$ cat src/sv/ofe_pkg.sv
`default_nettype none

package ofe_pkg;

    // Width of one stored vertex index.
    localparam int unsigned VERTEX_W = 32;

    // Saturation point of the digit magnitude, and the index stored for an empty token.
    localparam logic [VERTEX_W-1:0] MAG_LIMIT   = 32'h8000_0000;
    localparam logic [VERTEX_W-1:0] EMPTY_INDEX = 32'hFFFF_FFFF;

    // What one accepted byte asks of the face store.
    typedef struct packed {
        logic write;   // at least one entry is to be appended
        logic commit;  // entries take the parsed number, otherwise the empty index
        logic close;   // the line ends with this byte
    } ofe_tok_cmd_t;

    // Commands from the controller to the datapath.
    typedef struct packed {
        logic load;       // latch the token command of the accepted byte
        logic fill;       // append one entry to the face store
        logic start;      // begin the edge walk: read entry zero
        logic head;       // capture entry zero as ring head and first vertex
        logic edge_load;  // load the output register with the current edge
        logic advance;    // step to the next edge
        logic clear;      // empty the face after the closing edge
    } ofe_dp_cmd_t;

    // Status from the datapath to the controller.
    typedef struct packed {
        logic fill_last;   // this append is the last one of the command
        logic face_empty;  // no vertex is stored
        logic last_edge;   // the output register holds the closing edge
    } ofe_dp_sts_t;

endpackage

`default_nettype wire

$ cat src/sv/ofe_parser.sv
`default_nettype none

module ofe_parser #(
    parameter int unsigned MAX_FACE_VERTICES = 16,
    localparam int unsigned CW = $clog2(MAX_FACE_VERTICES + 1)
) (
    input  wire logic                           aclk,
    input  wire logic                           aresetn,
    input  wire logic                           byte_accept,
    input  wire logic [7:0]                     ch_in,
    input  wire logic                           end_of_input,
    input  wire logic                           face_full,
    output ofe_pkg::ofe_tok_cmd_t               tok_cmd,
    output logic [CW-1:0]                       tok_rep,
    output logic [ofe_pkg::VERTEX_W-1:0]        tok_value
);

    localparam logic [7:0] CH_NUL   = 8'd0;
    localparam logic [7:0] CH_TAB   = 8'd9;
    localparam logic [7:0] CH_NL    = 8'd10;
    localparam logic [7:0] CH_VT    = 8'd11;
    localparam logic [7:0] CH_FF    = 8'd12;
    localparam logic [7:0] CH_CR    = 8'd13;
    localparam logic [7:0] CH_SP    = 8'd32;
    localparam logic [7:0] CH_PLUS  = 8'd43;
    localparam logic [7:0] CH_MINUS = 8'd45;
    localparam logic [7:0] CH_ZERO  = 8'd48;
    localparam logic [7:0] CH_NINE  = 8'd57;
    localparam logic [7:0] CH_F     = 8'd102;

    localparam logic [CW-1:0] PEND_MAX = CW'(MAX_FACE_VERTICES);

    typedef enum logic [7:0] {
        PH_LINE_START = 8'b0000_0001,
        PH_AFTER_F    = 8'b0000_0010,
        PH_GAP        = 8'b0000_0100,
        PH_LEAD       = 8'b0000_1000,
        PH_SIGN       = 8'b0001_0000,
        PH_DIGITS     = 8'b0010_0000,
        PH_SKIP       = 8'b0100_0000,
        PH_IGNORE     = 8'b1000_0000
    } phase_t;

    phase_t                         phase_reg, phase_next, ph_mid;
    logic [ofe_pkg::VERTEX_W-1:0]   acc_reg, acc_next, acc_dig, acc_first;
    logic                           neg_reg, neg_next;
    logic [CW-1:0]                  pend_reg, pend_next, pend_mid, pend_bump;
    logic                           crossed_reg, crossed_next;
    logic [CW-1:0]                  rep;
    logic                           commit;
    logic                           is_digit, is_sign, is_ows, is_space, line_end;

    // Magnitude times ten plus one digit, saturated at the magnitude limit.
    function automatic logic [ofe_pkg::VERTEX_W-1:0] mac10(
        input logic [ofe_pkg::VERTEX_W-1:0] a,
        input logic [3:0]                   d
    );
        logic [35:0] s;
        s = {1'b0, a, 3'b000} + {3'b000, a, 1'b0} + {32'd0, d};
        return (s > {4'd0, ofe_pkg::MAG_LIMIT}) ? ofe_pkg::MAG_LIMIT : s[31:0];
    endfunction

    // Byte classes.
    assign is_digit  = (ch_in >= CH_ZERO) && (ch_in <= CH_NINE);
    assign is_sign   = (ch_in == CH_PLUS) || (ch_in == CH_MINUS);
    assign is_ows    = (ch_in == CH_TAB) || (ch_in == CH_VT) || (ch_in == CH_FF)
                       || (ch_in == CH_CR);
    assign is_space  = (ch_in == CH_SP);
    assign line_end  = (ch_in == CH_NL) || end_of_input;
    assign acc_dig   = mac10(acc_reg, ch_in[3:0]);
    assign acc_first = {28'd0, ch_in[3:0]};
    assign pend_bump = (crossed_reg && (pend_reg < PEND_MAX)) ? pend_reg + CW'(1) : pend_reg;

    // Token parsing of one byte, then the token close at the end of the line.
    always_comb begin
        ph_mid       = phase_reg;
        acc_next     = acc_reg;
        neg_next     = neg_reg;
        pend_mid     = pend_reg;
        crossed_next = crossed_reg;
        rep          = '0;
        commit       = 1'b0;
        if (ch_in != CH_NL) begin
            if (ch_in == CH_NUL) begin
                if (phase_reg == PH_DIGITS) begin
                    rep    = CW'(1);
                    commit = 1'b1;
                end else if ((phase_reg == PH_LEAD) || (phase_reg == PH_SIGN)) begin
                    rep = pend_reg;
                end
                pend_mid = '0;
                ph_mid   = PH_IGNORE;
            end else begin
                case (phase_reg)
                    PH_LINE_START: begin
                        ph_mid = (ch_in == CH_F) ? PH_AFTER_F : PH_IGNORE;
                    end
                    PH_AFTER_F: begin
                        ph_mid = is_space ? PH_GAP : PH_IGNORE;
                    end
                    PH_GAP: begin
                        if (is_space) begin
                            ph_mid = PH_GAP;
                        end else if (face_full) begin
                            ph_mid = PH_IGNORE;
                        end else begin
                            acc_next = '0;
                            neg_next = 1'b0;
                            if (is_digit) begin
                                acc_next = acc_first;
                                ph_mid   = PH_DIGITS;
                            end else if (is_sign) begin
                                neg_next = (ch_in == CH_MINUS);
                                pend_mid = CW'(1);
                                ph_mid   = PH_SIGN;
                            end else if (is_ows) begin
                                pend_mid     = CW'(1);
                                crossed_next = 1'b0;
                                ph_mid       = PH_LEAD;
                            end else begin
                                rep    = CW'(1);
                                ph_mid = PH_SKIP;
                            end
                        end
                    end
                    PH_LEAD: begin
                        if (is_space) begin
                            crossed_next = 1'b1;
                        end else if (is_ows) begin
                            pend_mid     = pend_bump;
                            crossed_next = 1'b0;
                        end else if (is_digit) begin
                            pend_mid = '0;
                            acc_next = acc_first;
                            neg_next = 1'b0;
                            ph_mid   = PH_DIGITS;
                        end else if (is_sign) begin
                            pend_mid = pend_bump;
                            neg_next = (ch_in == CH_MINUS);
                            acc_next = '0;
                            ph_mid   = PH_SIGN;
                        end else begin
                            rep      = pend_bump;
                            pend_mid = '0;
                            ph_mid   = PH_SKIP;
                        end
                    end
                    PH_SIGN: begin
                        if (is_digit) begin
                            pend_mid = '0;
                            acc_next = acc_dig;
                            ph_mid   = PH_DIGITS;
                        end else begin
                            rep      = pend_reg;
                            pend_mid = '0;
                            ph_mid   = is_space ? PH_GAP : PH_SKIP;
                        end
                    end
                    PH_DIGITS: begin
                        if (is_digit) begin
                            acc_next = acc_dig;
                        end else begin
                            rep    = CW'(1);
                            commit = 1'b1;
                            ph_mid = is_space ? PH_GAP : PH_SKIP;
                        end
                    end
                    PH_SKIP: begin
                        if (is_space) begin
                            ph_mid = PH_GAP;
                        end
                    end
                    PH_IGNORE: begin
                        ph_mid = PH_IGNORE;
                    end
                    default: begin
                        ph_mid = PH_IGNORE;
                    end
                endcase
            end
        end

        phase_next = ph_mid;
        pend_next  = pend_mid;
        if (line_end) begin
            // A token still open at the line end is finished here.
            if (ph_mid == PH_DIGITS) begin
                rep    = CW'(1);
                commit = 1'b1;
            end else if ((ph_mid == PH_LEAD) || (ph_mid == PH_SIGN)) begin
                rep    = pend_mid;
                commit = 1'b0;
            end
            phase_next   = PH_LINE_START;
            pend_next    = '0;
            crossed_next = 1'b0;
        end
    end

    assign tok_rep        = rep;
    assign tok_cmd.write  = (rep != '0);
    assign tok_cmd.commit = commit;
    assign tok_cmd.close  = line_end;

    // Stored index: the signed value minus one, saturated to 32 bits.
    always_comb begin
        if (neg_reg) begin
            tok_value = acc_reg[31] ? ofe_pkg::MAG_LIMIT : ~acc_reg;
        end else begin
            tok_value = acc_reg[31] ? 32'h7FFF_FFFE : acc_reg - 32'd1;
        end
    end

    // Parser state advances on each accepted byte.
    always_ff @(posedge aclk) begin
        if (!aresetn) begin
            phase_reg   <= PH_LINE_START;
            acc_reg     <= '0;
            neg_reg     <= 1'b0;
            pend_reg    <= '0;
            crossed_reg <= 1'b0;
        end else if (byte_accept) begin
            phase_reg   <= phase_next;
            acc_reg     <= acc_next;
            neg_reg     <= neg_next;
            pend_reg    <= pend_next;
            crossed_reg <= crossed_next;
        end
    end

endmodule

`default_nettype wire

$ cat src/sv/ofe_datapath.sv
`default_nettype none

module ofe_datapath #(
    parameter int unsigned MAX_FACE_VERTICES = 16,
    localparam int unsigned CW = $clog2(MAX_FACE_VERTICES + 1),
    localparam int unsigned AW = $clog2(MAX_FACE_VERTICES)
) (
    input  wire logic                           aclk,
    input  wire logic                           aresetn,
    input  wire ofe_pkg::ofe_dp_cmd_t           dp_cmd,
    input  wire logic [CW-1:0]                  tok_rep,
    input  wire logic                           tok_commit,
    input  wire logic [ofe_pkg::VERTEX_W-1:0]   tok_value,
    output ofe_pkg::ofe_dp_sts_t                dp_sts,
    output logic                                face_full,
    output logic [2*ofe_pkg::VERTEX_W-1:0]      m_tdata,
    output logic                                m_tlast
);

    localparam int unsigned PW = CW + 1;

    logic [ofe_pkg::VERTEX_W-1:0] face_mem [MAX_FACE_VERTICES];
    logic [CW-1:0]                rep_reg;
    logic                         commit_reg;
    logic [CW-1:0]                count_reg;
    logic [AW-1:0]                pos_reg;
    logic [ofe_pkg::VERTEX_W-1:0] rd_data_reg, head_reg, first_reg, second_reg;
    logic                         last_reg;
    logic [PW-1:0]                pos_inc1, pos_inc2, cnt_ext;
    logic                         ring_end;
    logic                         rd_en;
    logic [AW-1:0]                rd_addr;
    logic                         wr_en;
    logic [ofe_pkg::VERTEX_W-1:0] wr_value;

    assign face_full = (count_reg == CW'(MAX_FACE_VERTICES));
    assign cnt_ext   = PW'(count_reg);
    assign pos_inc1  = PW'(pos_reg) + PW'(1);
    assign pos_inc2  = PW'(pos_reg) + PW'(2);
    assign ring_end  = (pos_inc1 == cnt_ext);
    assign wr_en     = dp_cmd.fill && !face_full;
    assign wr_value  = commit_reg ? tok_value : ofe_pkg::EMPTY_INDEX;

    // Read port address: entry zero, entry one, or the entry after the next edge.
    always_comb begin
        rd_en   = 1'b0;
        rd_addr = '0;
        if (dp_cmd.start) begin
            rd_en = 1'b1;
        end else if (dp_cmd.head) begin
            rd_en   = (cnt_ext > PW'(1));
            rd_addr = AW'(1);
        end else if (dp_cmd.advance) begin
            rd_en   = (pos_inc2 < cnt_ext);
            rd_addr = pos_inc2[AW-1:0];
        end
    end

    assign dp_sts.fill_last  = (rep_reg <= CW'(1)) || face_full;
    assign dp_sts.face_empty = (count_reg == '0);
    assign dp_sts.last_edge  = last_reg;

    // Face store: one append port, one registered read port.
    always_ff @(posedge aclk) begin
        if (wr_en) begin
            face_mem[count_reg[AW-1:0]] <= wr_value;
        end
        if (rd_en) begin
            rd_data_reg <= face_mem[rd_addr];
        end
    end

    // Fill count, pending appends and edge position.
    always_ff @(posedge aclk) begin
        if (!aresetn) begin
            count_reg <= '0;
            rep_reg   <= '0;
            pos_reg   <= '0;
        end else begin
            if (dp_cmd.clear) begin
                count_reg <= '0;
            end else if (wr_en) begin
                count_reg <= count_reg + CW'(1);
            end
            if (dp_cmd.load) begin
                rep_reg <= tok_rep;
            end else if (dp_cmd.fill && (rep_reg != '0)) begin
                rep_reg <= rep_reg - CW'(1);
            end
            if (dp_cmd.start) begin
                pos_reg <= '0;
            end else if (dp_cmd.advance) begin
                pos_reg <= pos_inc1[AW-1:0];
            end
        end
    end

    // Token kind and the output edge register.
    always_ff @(posedge aclk) begin
        if (dp_cmd.load) begin
            commit_reg <= tok_commit;
        end
        if (dp_cmd.head) begin
            head_reg  <= rd_data_reg;
            first_reg <= rd_data_reg;
        end else if (dp_cmd.advance) begin
            first_reg <= second_reg;
        end
        if (dp_cmd.edge_load) begin
            second_reg <= ring_end ? head_reg : rd_data_reg;
            last_reg   <= ring_end;
        end
    end

    assign m_tdata = {second_reg, first_reg};
    assign m_tlast = last_reg;

endmodule

`default_nettype wire

$ cat src/sv/ofe_ctrl.sv
`default_nettype none

module ofe_ctrl (
    input  wire logic                   aclk,
    input  wire logic                   aresetn,
    input  wire logic                   s_tvalid,
    output logic                        s_tready,
    output logic                        m_tvalid,
    input  wire logic                   m_tready,
    input  wire ofe_pkg::ofe_tok_cmd_t  tok_cmd,
    input  wire ofe_pkg::ofe_dp_sts_t   dp_sts,
    output ofe_pkg::ofe_dp_cmd_t        dp_cmd
);

    typedef enum logic [5:0] {
        ST_RUN   = 6'b00_0001,
        ST_FILL  = 6'b00_0010,
        ST_CLOSE = 6'b00_0100,
        ST_HEAD  = 6'b00_1000,
        ST_EDGE  = 6'b01_0000,
        ST_OUT   = 6'b10_0000
    } state_t;

    state_t state_reg, state_next;
    logic   close_reg, close_next;
    logic   accept;

    assign s_tready = (state_reg == ST_RUN);
    assign m_tvalid = (state_reg == ST_OUT);
    assign accept   = s_tvalid && s_tready;

    // Sequencing of byte transfers, store appends and the edge walk.
    always_comb begin
        state_next = state_reg;
        close_next = close_reg;
        dp_cmd     = '0;
        dp_cmd.load = accept;
        case (state_reg)
            ST_RUN: begin
                if (accept) begin
                    close_next = tok_cmd.close;
                    if (tok_cmd.write) begin
                        state_next = ST_FILL;
                    end else if (tok_cmd.close) begin
                        state_next = ST_CLOSE;
                    end
                end
            end
            ST_FILL: begin
                dp_cmd.fill = 1'b1;
                if (dp_sts.fill_last) begin
                    state_next = close_reg ? ST_CLOSE : ST_RUN;
                end
            end
            ST_CLOSE: begin
                if (dp_sts.face_empty) begin
                    state_next = ST_RUN;
                end else begin
                    dp_cmd.start = 1'b1;
                    state_next   = ST_HEAD;
                end
            end
            ST_HEAD: begin
                dp_cmd.head = 1'b1;
                state_next  = ST_EDGE;
            end
            ST_EDGE: begin
                dp_cmd.edge_load = 1'b1;
                state_next       = ST_OUT;
            end
            ST_OUT: begin
                if (m_tready) begin
                    if (dp_sts.last_edge) begin
                        dp_cmd.clear = 1'b1;
                        state_next   = ST_RUN;
                    end else begin
                        dp_cmd.advance = 1'b1;
                        state_next     = ST_EDGE;
                    end
                end
            end
            default: begin
                state_next = ST_RUN;
            end
        endcase
    end

    always_ff @(posedge aclk) begin
        if (!aresetn) begin
            state_reg <= ST_RUN;
            close_reg <= 1'b0;
        end else begin
            state_reg <= state_next;
            close_reg <= close_next;
        end
    end

endmodule

`default_nettype wire

$ cat src/sv/obj_face_edge_extractor_unit.sv
// Flow: a byte that appends entries to the face store holds the input while the fill state
// appends them one at a time. A line end then walks the face: the close and head states fetch
// the ring head, the edge state loads each edge, the output state holds it until m_tready.
// Throughput: one byte per cycle while no token completes and no line ends; an empty face
// returns straight to taking bytes. Reset: aresetn is synchronous and active low; it returns
// the parser to line start and empties the face. The face store contents are not cleared.
`default_nettype none

module obj_face_edge_extractor_unit #(
    parameter int unsigned MAX_FACE_VERTICES = 16
) (
    input  wire logic           aclk,
    input  wire logic           aresetn,
    input  wire logic           s_tvalid,
    output logic                s_tready,
    input  wire logic [7:0]     s_tdata,   // [7:0] ch
    input  wire logic           s_tlast,   // end_of_input
    output logic                m_tvalid,
    input  wire logic           m_tready,
    output logic [63:0]         m_tdata,   // [31:0] first_vertex, [63:32] second_vertex
    output logic                m_tlast    // last_of_face
);

    localparam int unsigned CW = $clog2(MAX_FACE_VERTICES + 1);

    ofe_pkg::ofe_tok_cmd_t          tok_cmd;
    ofe_pkg::ofe_dp_cmd_t           dp_cmd;
    ofe_pkg::ofe_dp_sts_t           dp_sts;
    logic [CW-1:0]                  tok_rep;
    logic [ofe_pkg::VERTEX_W-1:0]   tok_value;
    logic                           face_full;
    logic                           byte_accept;

    assign byte_accept = s_tvalid && s_tready;

    ofe_parser #(
        .MAX_FACE_VERTICES (MAX_FACE_VERTICES)
    ) u_parser (
        .aclk         (aclk),
        .aresetn      (aresetn),
        .byte_accept  (byte_accept),
        .ch_in        (s_tdata),
        .end_of_input (s_tlast),
        .face_full    (face_full),
        .tok_cmd      (tok_cmd),
        .tok_rep      (tok_rep),
        .tok_value    (tok_value)
    );

    ofe_datapath #(
        .MAX_FACE_VERTICES (MAX_FACE_VERTICES)
    ) u_datapath (
        .aclk       (aclk),
        .aresetn    (aresetn),
        .dp_cmd     (dp_cmd),
        .tok_rep    (tok_rep),
        .tok_commit (tok_cmd.commit),
        .tok_value  (tok_value),
        .dp_sts     (dp_sts),
        .face_full  (face_full),
        .m_tdata    (m_tdata),
        .m_tlast    (m_tlast)
    );

    ofe_ctrl u_ctrl (
        .aclk     (aclk),
        .aresetn  (aresetn),
        .s_tvalid (s_tvalid),
        .s_tready (s_tready),
        .m_tvalid (m_tvalid),
        .m_tready (m_tready),
        .tok_cmd  (tok_cmd),
        .dp_sts   (dp_sts),
        .dp_cmd   (dp_cmd)
    );

endmodule

`default_nettype wire

$ cat config.mk
export PLATFORM = sky130hd
export DESIGN_NAME = obj_face_edge_extractor_unit
export DESIGN_NICKNAME = d
export VERILOG_FILES = /design/src/sv/ofe_pkg.sv /design/src/sv/ofe_parser.sv /design/src/sv/ofe_datapath.sv /design/src/sv/ofe_ctrl.sv /design/src/sv/obj_face_edge_extractor_unit.sv
export SDC_FILE = /design/constraint.sdc
export NUM_CORES = 1
export LEC_CHECK = 0
export BUFFER_PORTS_ARGS = -buffer_cell sky130_fd_sc_hd__clkbuf_2
export CORE_MARGIN = 2
export CORE_UTILIZATION = 44
export DETAILED_ROUTE_END_ITERATION = 10
export PLACE_DENSITY_LB_ADDON = 0.08
export SLEW_MARGIN = 25
export SYNTH_ARGS = -nofsm -noshare
export SYNTH_HDL_FRONTEND = slang
export SYNTH_HIERARCHICAL = 1
export SYNTH_SLANG_ARGS = --single-unit
$ cat constraint.sdc
create_clock -name aclk -period 4.43 [get_ports aclk]
set_input_delay 0 -clock aclk [delete_from_list [all_inputs] [get_ports aclk]]
set_output_delay 0 -clock aclk [all_outputs]
set_load 0.02 [all_outputs]
# == Yosys cells after proc, flatten, opt, wreduce, memory -nomap -nowiden ==
# Memory sizes are Yosys's and may differ from the RTL's. A register that Yosys moved wholly into a read port is not among the register bits.
# Cells that the tools add are included.
# classes
muxes,124
reduce_logical,32
n_lt_le_gt_ge,7
n_addsub,8
multipliers,0
n_shift,0
eq_ne,43
div_mod_pow,0
n_bitwise,3
# ops
cell,n
32-bit 2-to-1 mux,15
5-bit 2-to-1 mux,32
8-bit 2-to-1 mux,15
32-bit case mux with 3 select lines,1
"8-bit by 4-bit == test with 1-bit output, second input constant",7
8-bit case mux with 7 select lines,1
"8-bit by 6-bit == test with 1-bit output, second input constant",5
1-bit 2-to-1 mux,39
35-bit by 33-bit adder with 36-bit output,1
36-bit by 4-bit adder with 36-bit output,1
"36-bit by 32-bit greater-than comparator with 1-bit output, second input constant",1
6-bit case mux with 6 select lines,1
32-bit inverter,1
"32-bit by 1-bit subtractor with 32-bit output, second input constant",1
6-bit 2-to-1 mux,5
7-bit 2-to-1 mux,3
4-bit 2-to-1 mux,5
5-bit case mux with 4 select lines,1
"8-bit by 5-bit == test with 1-bit output, second input constant",2
"8-bit by 7-bit == test with 1-bit output, second input constant",2
"3-bit != test, second input constant",5
5-bit case mux with 3 select lines,1
"2-bit != test, second input constant",6
"5-bit by 1-bit adder with 5-bit output, second input constant",2
other kinds (41),64
# totals
out_inout_bits,67
input_bits,13
ramBits,512
wordCells,233
latchBits,0
romBits,0
regBits,166
mem_count,1
# memory_table
name,depth,word_bits,read_ports,rd_ports_with_merged_regs,wr,line_no,text
u_datapath.face_mem,16,32,1,1,1,ofe_datapath.sv:22,logic [ofe_pkg::VERTEX_W-1:0] face_mem [MAX_FACE_VERTICES];

# == Depth between registers and ports, before layout ==
# depth
ltp_word,21
depth_mapped,19
ltp_nobuf,18

# == Modules after synthesis ==
# Netlist, hierarchy kept.
# modules_own_cells
module,seq_area_each_um2,n_inst,cells_per_inst,area_each_um2
ofe_datapath,19558.8,1,1600,26390.3
ofe_parser,940.9,1,928,6468.7
ofe_ctrl,140.1,1,63,514.2
obj_face_edge_extractor_unit,0.0,1,1,6.3

# == Worst setup path before layout ==
# No wires, ideal clock.
# synth_timing
kind,register to register
start,register u_ctrl.state_reg[4]
end,"register u_datapath/rd_data_reg[0] (netlist name) (read register of u_datapath.face_mem), enable pin"
stages_incl_launch_ff,6
path_slack_ps,745
setup_time_ps,392
period_less_slack_ps,3685
t_arrival_ps,3294
n_path_buf,2
t_required_ps,4038
cell_sequence,dfxtp_1 nor4_1 and3b_1 buf_2 buf_1 a221o_1
# synth_lines
item,line_no,text
"start, declared",ofe_ctrl.sv:24,"state_t state_reg, state_next;"
"start signal, assigned",ofe_ctrl.sv:93,state_reg <= state_next;
"end, declared",ofe_datapath.sv:27,"logic [ofe_pkg::VERTEX_W-1:0] rd_data_reg, head_reg, first_reg, second_reg;"

# == Worst setup path in the final report ==
# layout_timing
start,register u_parser/acc_reg[1] (netlist name)
end,register u_parser/acc_reg[2] (netlist name)
# layout_via
elab_chain_cells,6
# layout_lines
item,line_no,text
"start, declared",ofe_parser.sv:45,"logic [ofe_pkg::VERTEX_W-1:0] acc_reg, acc_next, acc_dig, acc_first;"
"start signal, assigned",ofe_parser.sv:224,acc_reg <= acc_next;
35-bit by 33-bit adder with 36-bit output (*),ofe_parser.sv:59,"s = {1'b0, a, 3'b000} + {3'b000, a, 1'b0} + {32'd0, d};"
36-bit by 4-bit adder with 36-bit output (*),ofe_parser.sv:59,
36-bit by 32-bit greater-than comparator with 1-bit output,ofe_parser.sv:60,"return (s > {4'd0, ofe_pkg::MAG_LIMIT}) ? ofe_pkg::MAG_LIMIT : s[31:0];"
32-bit 2-to-1 mux (*),ofe_parser.sv:60,
32-bit 2-to-1 mux (*),"ofe_parser.sv:149, ofe_parser.sv:160",
32-bit case mux with 3 select lines (*),ofe_parser.sv:94,case (phase_reg)
# Mark *: on every way between the ends. The rest lies on a longest branch, timed or not. The select of a mux whose other input is x is not followed.
# A chain may end at the register's enable or synchronous reset.

==> results by group <==
Routing
  • DRC viols: 0
  • Top Metal Used: met5
  • Vias: 21,800
  • DR vias/cell: 5.88
  • Routed wl met2: 42.5 mm
  • Antenna viol nets, final: 0
  • Routed len/inst: 24.0 microns
  • Met3 Wirelength: 4.17 mm
  • DR iter-0 viols: 1,738
  • Total Wirelength: 88.9 mm
  • Wl on met1: 40.2 mm
  • First-pass detailed-route iteration total: 5

Global routing
  • Initial antenna violation count: 2
  • Largest net degree at the start of global routing: 54
  • Vias in the first global route: 21,500
  • Overall routing resource usage: 0.227
  • Global-route wire length before repair: 135 mm
  • GRT overflow: 0

STA
  • Final WS setup: 323 ps
  • Slew @ Worst Pin: 922 ps
  • Final-report max-slew violation count: 0
  • Final Critical Period: 4110 ps
  • Clock Skew: 25.4 ps
  • Endpoints failing setup: 0
  • Hold Vio Cnt, Final: 0
  • Sum Neg Setup Slack: 0 ps
  • Fmax: about 240 MHz
  • Slew HR: 0.385
  • RSZ-0062 raised after global routing: no
  • Tcrit/Tclk final: 0.927
  • Worst Hold Slack: 72.1 ps

Clocking
  • Clk Tree Root Cell: clkbuf_16
  • Setup Buffers After CTS: 0
  • CTS buffer count: 79
  • CTS Sinks: 710
  • Clk slew on worst S/H paths: 50 ps
  • H-tree levels: 3
  • Clock buffer depth: 3
  • Later-pin clock latency in the skew report: 630 ps
  • CTS tree: yes

Pwr
  • Combinational Power Share: 0.030
  • Psw: approximately 3 mW
  • Static leakage: 13.4 nW
  • Sw frac: 0.215
  • Clock power share: 0.452
  • Max IR drop VDD: 265 uV
  • Seq pwr share: 0.518
  • P per Cell Area: 371 mW/mm^2
  • Int Pwr: 11.0 mW

Worst setup path
  • Worst-path cell chain: ha_1 > ha_1 > fa_1 > a211oi_1 > o211ai_1 > and2_1 > o21ai_1 > o21ai_0 > xnor2_1 > nand4_1 > a2111oi_4 > buf_4 > o211ai_1 > a31oi_1
  • Critical Path Sink Type: flop
  • Critical Path RT: 4960 ps
  • Slowest CP cell: fa_1
  • Crit-path max cell delay: 480 ps
  • Critical Path AT: 4640 ps
  • Startpoint Class: flop
  • Setup CP Type: flop to flop
  • Worst-path maximum fanout: 7

Placed design
  • GP Congestion: 0.889
  • Placed cell areas: 0.0352 sq mm
  • Dpl ws: 367 ps
  • Port bufs: 79
  • DP HPWL: roughly 54 mm

Cells and area
  • Layout area overhead: 13.2%
  • Fin area: between 0.03 and 0.04 sq mm
  • Storage element area: 0.0206 sq mm
  • Share of layout cells above drive strength 1: 0.145
  • Max reg flops: just over 500
  • Layout fillers: 6,454
  • Final #Nets: 2,780
  • # diodes: 0
  • Multi-input gate area: approximately 0.012 sq mm

Synth
  • Mapped Nets: about 2,700
  • Main synth FF type: edfxtp_1
  • #FFs+latches synth: 710
  • Synth unique cells: 98
  • Mapped cell area: 0.0334 sq mm
  • Synth area leaders: edfxtp_1 (58%), mux2i_1 (5.9%), dfxtp_1 (4.1%), ha_1 (3.0%), mux2_2 (2.2%)
  • Async set-reset flop share out of synthesis: 0
  • Ys Warns: 6
  • Syn_area_per_cell: 12.9 sq um
  • Register area share after synthesis: 0.618
  • Synth area leader: edfxtp_1
  • Mapped Cells: 2,592
  • Top cell type's share of synthesized area: 0.578
  • Post-synth EDFFs: 642

Hold path
  • Hold crit path type: input port to flop

Floorplan
  • Number of core rows: 100
  • Chip Height: 279 microns
  • Initial Util: 0.446
  • Die area: 0.0781 sq mm
  • Die width: 279 microns
  • I/O pins: 80
  • Core area: 0.0748 sq mm

Run status
  • Status: finished clean

Run
  • Max Cap Viol: 0
cell families (layout without fill, tap and decap cells):
family | count (synthesis) | after routing | share of synthesized area
AND/OR/NAND/NOR | 557 | 557 | 0.0898
XOR/XNOR | 57 | 57 | 0.0152
flip-flops | 710 | 710 | 0.618
adder cells (fa/ha/maj) | 83 | 83 | 0.0315
multiplexers | 264 | 264 | 0.0816
buffers and inverters | 325 | 477 | 0.0400
AO/OA/AOI/OAI | 596 | 596 | 0.124
per-stage QoR:
step / cells / util / total power, mW
floorplan: 2592 / - / 7.69
global placement: 3564 / 0.470 / 7.81
detailed placement: 3564 / 0.470 / 7.81
CTS: 3713 / 0.505 / 14.2
global route: 3713 / 0.505 / 14.5
finish: 3713 / 0.505 / 14.0
repair_timing:
action,4_1_cts,5_1_grt
resized for setup,0,2
setup endpoints to repair,0,4
hold buffers,9,0
endpoints found under the hold margin,40,0
area by class of cell:
class / instances / share of cell area
clock buffers: 101 / 0.0559
clock inverters: 39 / 0.0107
inverters: 170 / 0.0169
multi-input cells: 1557 / 0.306
flip-flops and latches: 710 / 0.546
well taps: 969 / 0.0321
repair buffers: 167 / 0.0319
worst max-delay path: cells and delay by family (launching register included):
family	cells	cell delay (ps)
adders and majority gates	3	1000
xor gates and xnor gates	1	270
AOI/OAI and AO/OA	7	1670
and+or+nand+nor	2	440
buffers and inverters	1	210
DFF	1	450
synthesized netlist by cell type (all sizes together), types with 68 or more instances:
cell and number:
inv 169, ha 80, o21ai 146, nand2 119, dfxtp 68, clkbuf 86
edfxtp 642, a21oi 90, buf 69, a211oi 73, nor2 109, mux2i 198
per-layer routing:
metal / up-vias / global-route usage
li1: 10100 / -
met1: 10900 / 0.312
met2: 635 / 0.381
met3: 141 / 0.0293
met4: 2 / 0.0599
met5: - / 0
layout by cell type (no fill, tap or decap), types with 19 or more instances in the layout:
cell type  instances
nand3_1           25
xnor2_1           32
o32ai_1           63
buf_4             69
nor2_1            96
dfxtp_1           67
o22a_1            62
nor2b_1           21
nand2_1          119
nand4_1           59
o21ai_0          112
nor4_1            19
inv_1            168
a21oi_1           89
clkbuf_2          79
o21ai_1           33
xor2_1            24
clkbuf_16         80
and2_1            22
o22ai_1           29
ha_1              80
edfxtp_1         642
a211oi_1          72
mux2i_1          198
nand2b_1          50
mux2_2            66
nor3_1            37
final timing paths:
kind                                       end  slack, ps  cells past startpoint                                  from
min              u_parser/neg_reg$_SDFFE_PN0P_         70                      5                            s_tdata[5]
min reg2reg  u_datapath/head_reg[31]$_DFFE_PP_        470                      0  u_datapath/rd_data_reg[31]$_DFFE_PP_
max           u_parser/acc_reg[2]$_SDFFE_PN0P_        320                     14      u_parser/acc_reg[1]$_SDFFE_PN0P_
max reg2reg   u_parser/acc_reg[2]$_SDFFE_PN0P_        320                     14      u_parser/acc_reg[1]$_SDFFE_PN0P_
power by group through the flow:
stage	clock network, mW	logic (mW)	registers, mW
after floorplan	0	0.305	7.38
after global placement	0	0.402	7.41
after detailed placement	0	0.402	7.41
after CTS	6.50	0.410	7.27
after global routing	6.75	0.455	7.27
final	6.34	0.414	7.27
(Power assumes the default switching activity.)
